## config.mk

```make
export PLATFORM = sky130hd
export DESIGN_NAME = pctlb_ram
export DESIGN_NICKNAME = d
export VERILOG_FILES = /design/src/rtl/pctlb_ram.sv
export SDC_FILE = /design/constraint.sdc
export NUM_CORES = 1
export LEC_CHECK = 0
export BUFFER_PORTS_ARGS = -buffer_cell sky130_fd_sc_hd__buf_2
export CORE_MARGIN = 2
export CORE_UTILIZATION = 50
export DETAILED_ROUTE_END_ITERATION = 8
export PLACE_DENSITY = 0.67
export SLEW_MARGIN = 20
export SYNTH_ARGS = -nofsm -noshare
export SYNTH_HDL_FRONTEND = slang
export SYNTH_SLANG_ARGS = --single-unit
```

## constraint.sdc

```tcl
create_clock -name clock -period 2.02 [get_ports clock]
set_input_delay 0.202 -clock clock [delete_from_list [all_inputs] [get_ports clock]]
set_output_delay 0.202 -clock clock [all_outputs]
set_load 0.02 [all_outputs]
```

## src/rtl/pctlb_ram.sv

```systemverilog
// Generic single-clock RAM with one write port and one registered read port.
// No dependencies.
module pctlb_ram #(
   parameter int WIDTH = 8,
   parameter int DEPTH = 16
) (
   input  logic                                     clock,
   input  logic                                     wr_en,
   input  logic [((DEPTH > 1) ? $clog2(DEPTH) : 1)-1:0] wr_addr,
   input  logic [WIDTH-1:0]                         wr_data,
   input  logic                                     rd_en,
   input  logic [((DEPTH > 1) ? $clog2(DEPTH) : 1)-1:0] rd_addr,
   output logic [WIDTH-1:0]                         rd_data
);

   logic [WIDTH-1:0] mem [DEPTH];
   logic [WIDTH-1:0] rd_data_ff;

   always_ff @(posedge clock) begin
      if (wr_en) begin
         mem[wr_addr] <= wr_data;
      end
      if (rd_en) begin
         rd_data_ff <= mem[rd_addr];
      end
   end

   assign rd_data = rd_data_ff;

endmodule

```

Word-level counts from Yosys, hierarchy flattened
Memory sizes are Yosys's and may differ from the RTL's. A register that Yosys moved wholly into a read port is not among the register bits.
Index checks and enable logic that the tools add are counted.

word-level totals
  flip-flop bits (word level) = 0
  bits in writable memories = 128
  memories = 1

memory list
  memory  words  bits a word  rd ports  clocked after memory_dff  write ports  RTL line  text
  mem     16     8            1         1                         1            16        logic [WIDTH-1:0] mem [DEPTH];

cells by class
  multiplexer cells = 2

operators with widths
  operator          count
  2-to-1 mux 1 bit  2

Longest topological paths before layout
  word-level depth = 2
  mapped depth = 5
  gate-level depth less buffers = 3

Worst setup path after synthesis
OpenSTA, ideal clock, no wires.

  path type = input to register
  start point = input wr_addr[2] (netlist name)
  end point = memory mem[0][0], enable pin
  setup time = 383 ps
  arrival = 1312 ps
  required time = 1637 ps
  setup slack = 325 ps
  cell stages on the path = 2
  path buffers = 0
  path through = or3b_2 > nor3_1

RTL lines
  element             RTL line  text
  start: declaration  9         input logic [((DEPTH > 1) ? $clog2(DEPTH) : 1)-1:0] wr_addr,
  end: declaration    16

No word-level cell before the write port.

==> key figures <==
GRT
  • Global-route wire length before repair: 14.72 mm
  • Number of global-route vias before repair: ~2,500
  • Largest net degree at the start of global routing: 33
  • Initial antenna violation count: 0
  • GRT Util Overall: 19.15%
  • Remaining Overflow, GRT: 0

Pwr
  • Max rail drop VDD: roughly 0.47 mV
  • Leakage power: ~2.1 nW
  • Pwr dens: 993.5 mW/mm2

Synth
  • Mapped Area: 0.005228 mm2
  • Sequential fraction of the synthesis area: 78.12%
  • Syn Inst Count: 229
  • Avg Cell Area, Syn: 22.83 um2
  • Syn Nets: 248
  • Yosys cell types: 18
  • Post-synthesis register bit count: 136
  • Syn. warnings: 0

Layout
  • Register area: 0.004084 mm2
  • Commonest non-fill, non-tap cells in the layout: edfxtp_1 (136), buf_2 (26), mux4_2 (18), buf_4 (18)
  • Multi-input gate area: 0.001057 mm2
  • Antenna Cells: 0
  • Area Growth Syn to Fin: 16.66%
  • Final instance area: 0.006098 mm2
  • Share of cells above drive strength 1: approximately 29%
  • Most common cell after layout, fill and taps aside: edfxtp_1
  • Filler cell count: 718
  • Final #Nets: a little over 300

Placement
  • Routability cong.: between 0.7 and 0.8
  • Final HPWL DP: 6.123 mm
  • # port buffers: 26
  • Area after DPL: around 0.0056 mm2

Routing
  • Routed Antenna Nets: 0
  • Via density: 5.734
  • Overall routed net length: between 9 and 10 mm
  • DR WL/cell: 22.74 um
  • Vias: 2,454
  • DRT iter0 DRCs: approximately 170
  • TritonRoute pass-1 iters: 5
  • DRC errors left: 0

STA
  • Slew margin rel.: around three quarters
  • Highest Clock Rate: 0.6508 GHz
  • Max-slew violation count: 0
  • Setup Viol. Count Final: 0
  • Final Hold Viols: 0
  • Final Cycle Share: 76.06%
  • Final worst path period need: 1536 ps
  • Final Skew: 5.887 ps
  • Slew at the pin closest to its max-slew limit: 391.1 ps
  • Setup TNS: 0 ps
  • RSZ-0062 raised after global routing: no

Clock network
  • Worst skew pair latency: 520 ps
  • PostCTS Resize Cnt: 0
  • Post-CTS repair timing setup buffer count: 0
  • TritonCTS sink count: 136
  • Clk slew on worst S/H paths: 50 ps
  • TritonCTS Buffers: 17
  • H-tree depth: 4
  • Longest Clk Path Bufs: 2
  • TritonCTS clock tree: yes
  • CTS Root Cell: clkbuf_8
  • CTS Hold Bufs: 0

Worst hold path
  • Hold path depth: 1
  • Hold Path Class: in -> reg

Worst setup path
  • R2R depth: 3
  • Arr. time, crit path: 1800 ps
  • Crit end category: flip-flop
  • WS Path Type: reg -> reg
  • Req. time, crit path: 2280 ps
  • Startpoint types: flip-flop
  • Critical Path Fanout Max: 1

Floorplanning
  • Die Ht: 106.3 um
  • Core area: 0.01023 mm2
  • Die Wd: roughly 110 um
  • Rows: 37
  • Io pins: 27
  • Die Area: 0.01129 mm2
  • Initial Util: 51.09%

Status
  • Status: finished clean

Run
  • Max-cap viol count: 0
==> registers in the layout, indices dropped and copies added, names as in the netlist <==
register / cells
rd_data: 8
mem: 128
==> report_power, final <==
part / internal, W / leakage, nW / total, W / switching (W)
sequential: 0.00318 / 1.24 / 0.00320 / 0.0000178
clock: 0.00156 / 0.239 / 0.00256 / 0.000997
combinational: 0.000125 / 0.588 / 0.000301 / 0.000175
==> routing by layer <==
metal / part of all wire (%) / vias to the layer above / GRT usage [%]
met1: 43 / 1268 / 26.59
met3: 6.5 / 14 / 6.070
li1: - / 1088 / -
met5: 0 / - / 0
met2: 49 / 84 / 28.62
met4: 1.4 / 0 / 7.519
==> Yosys cell counts (all sizes together) <==
library cell	count	area (um2)
nor2	13	48.80
clkdlybuf4s25	3	30.03
or3b	1	8.760
mux4	32	773.2
nor2b	1	6.260
a22oi	16	120.1
edfxtp	136	4084
nand2	9	33.78
nand3b	2	15.01
and2	1	6.260
buf	7	56.30
nand2b	2	12.51
and2b	1	7.510
nor3	4	20.02
nand3	1	5.000
==> critical path, stage by stage (launching register included) <==
cell	delay, ps
edfxtp_1	370
mux4_1	530
a22oi_1	280
nand2_1	100
==> cell type report <==
| type | instances | share of cell area (%) |
|---|---|---|
| multi-input cells | 83 | 17.34 |
| clock buffers | 18 | 6.853 |
| well taps | 136 | 2.790 |
| flip-flops and latches | 136 | 66.97 |
| clock inverters | 9 | 1.046 |
| repair buffers | 46 | 5.006 |
==> worst paths after layout <==
path                   start          to  slack, ps
setup / recovery   mem[1][1]  rd_data[1]        480
hold / removal    wr_data[3]  mem[14][3]         60
setup reg to reg   mem[1][1]  rd_data[1]        480
hold reg to reg   mem[15][5]  rd_data[5]        740
==> logic make-up (layout without fill, tap and decap cells) <==
| family | after synthesis | count (layout) | share of synthesized area (%) |
|---|---|---|---|
| DFF | 136 | 136 | 78.12 |
| muxes | 32 | 32 | 14.79 |
| buffers and inverters | 10 | 73 | 1.651 |
| and+or+nand+nor | 35 | 35 | 3.136 |
| AOI/OAI and AO/OA | 16 | 16 | 2.298 |
==> stage by stage <==
stage          util [%]  cells  setup WS, ps  hold slack (ps)  power [W]
2_1_floorplan         -    229         325.1            300.9   0.003429
4_1_cts           59.61    428         478.7            43.51   0.006097
3_5_place_dp      54.90    401         179.9            591.6   0.003564
5_1_grt           59.61    428         449.3            47.30   0.006241
3_3_place_gp      54.90    401         202.2            586.5   0.003554
6_report          59.61    428         483.5            63.37   0.006059
Power figures use the tool's default switching activity.
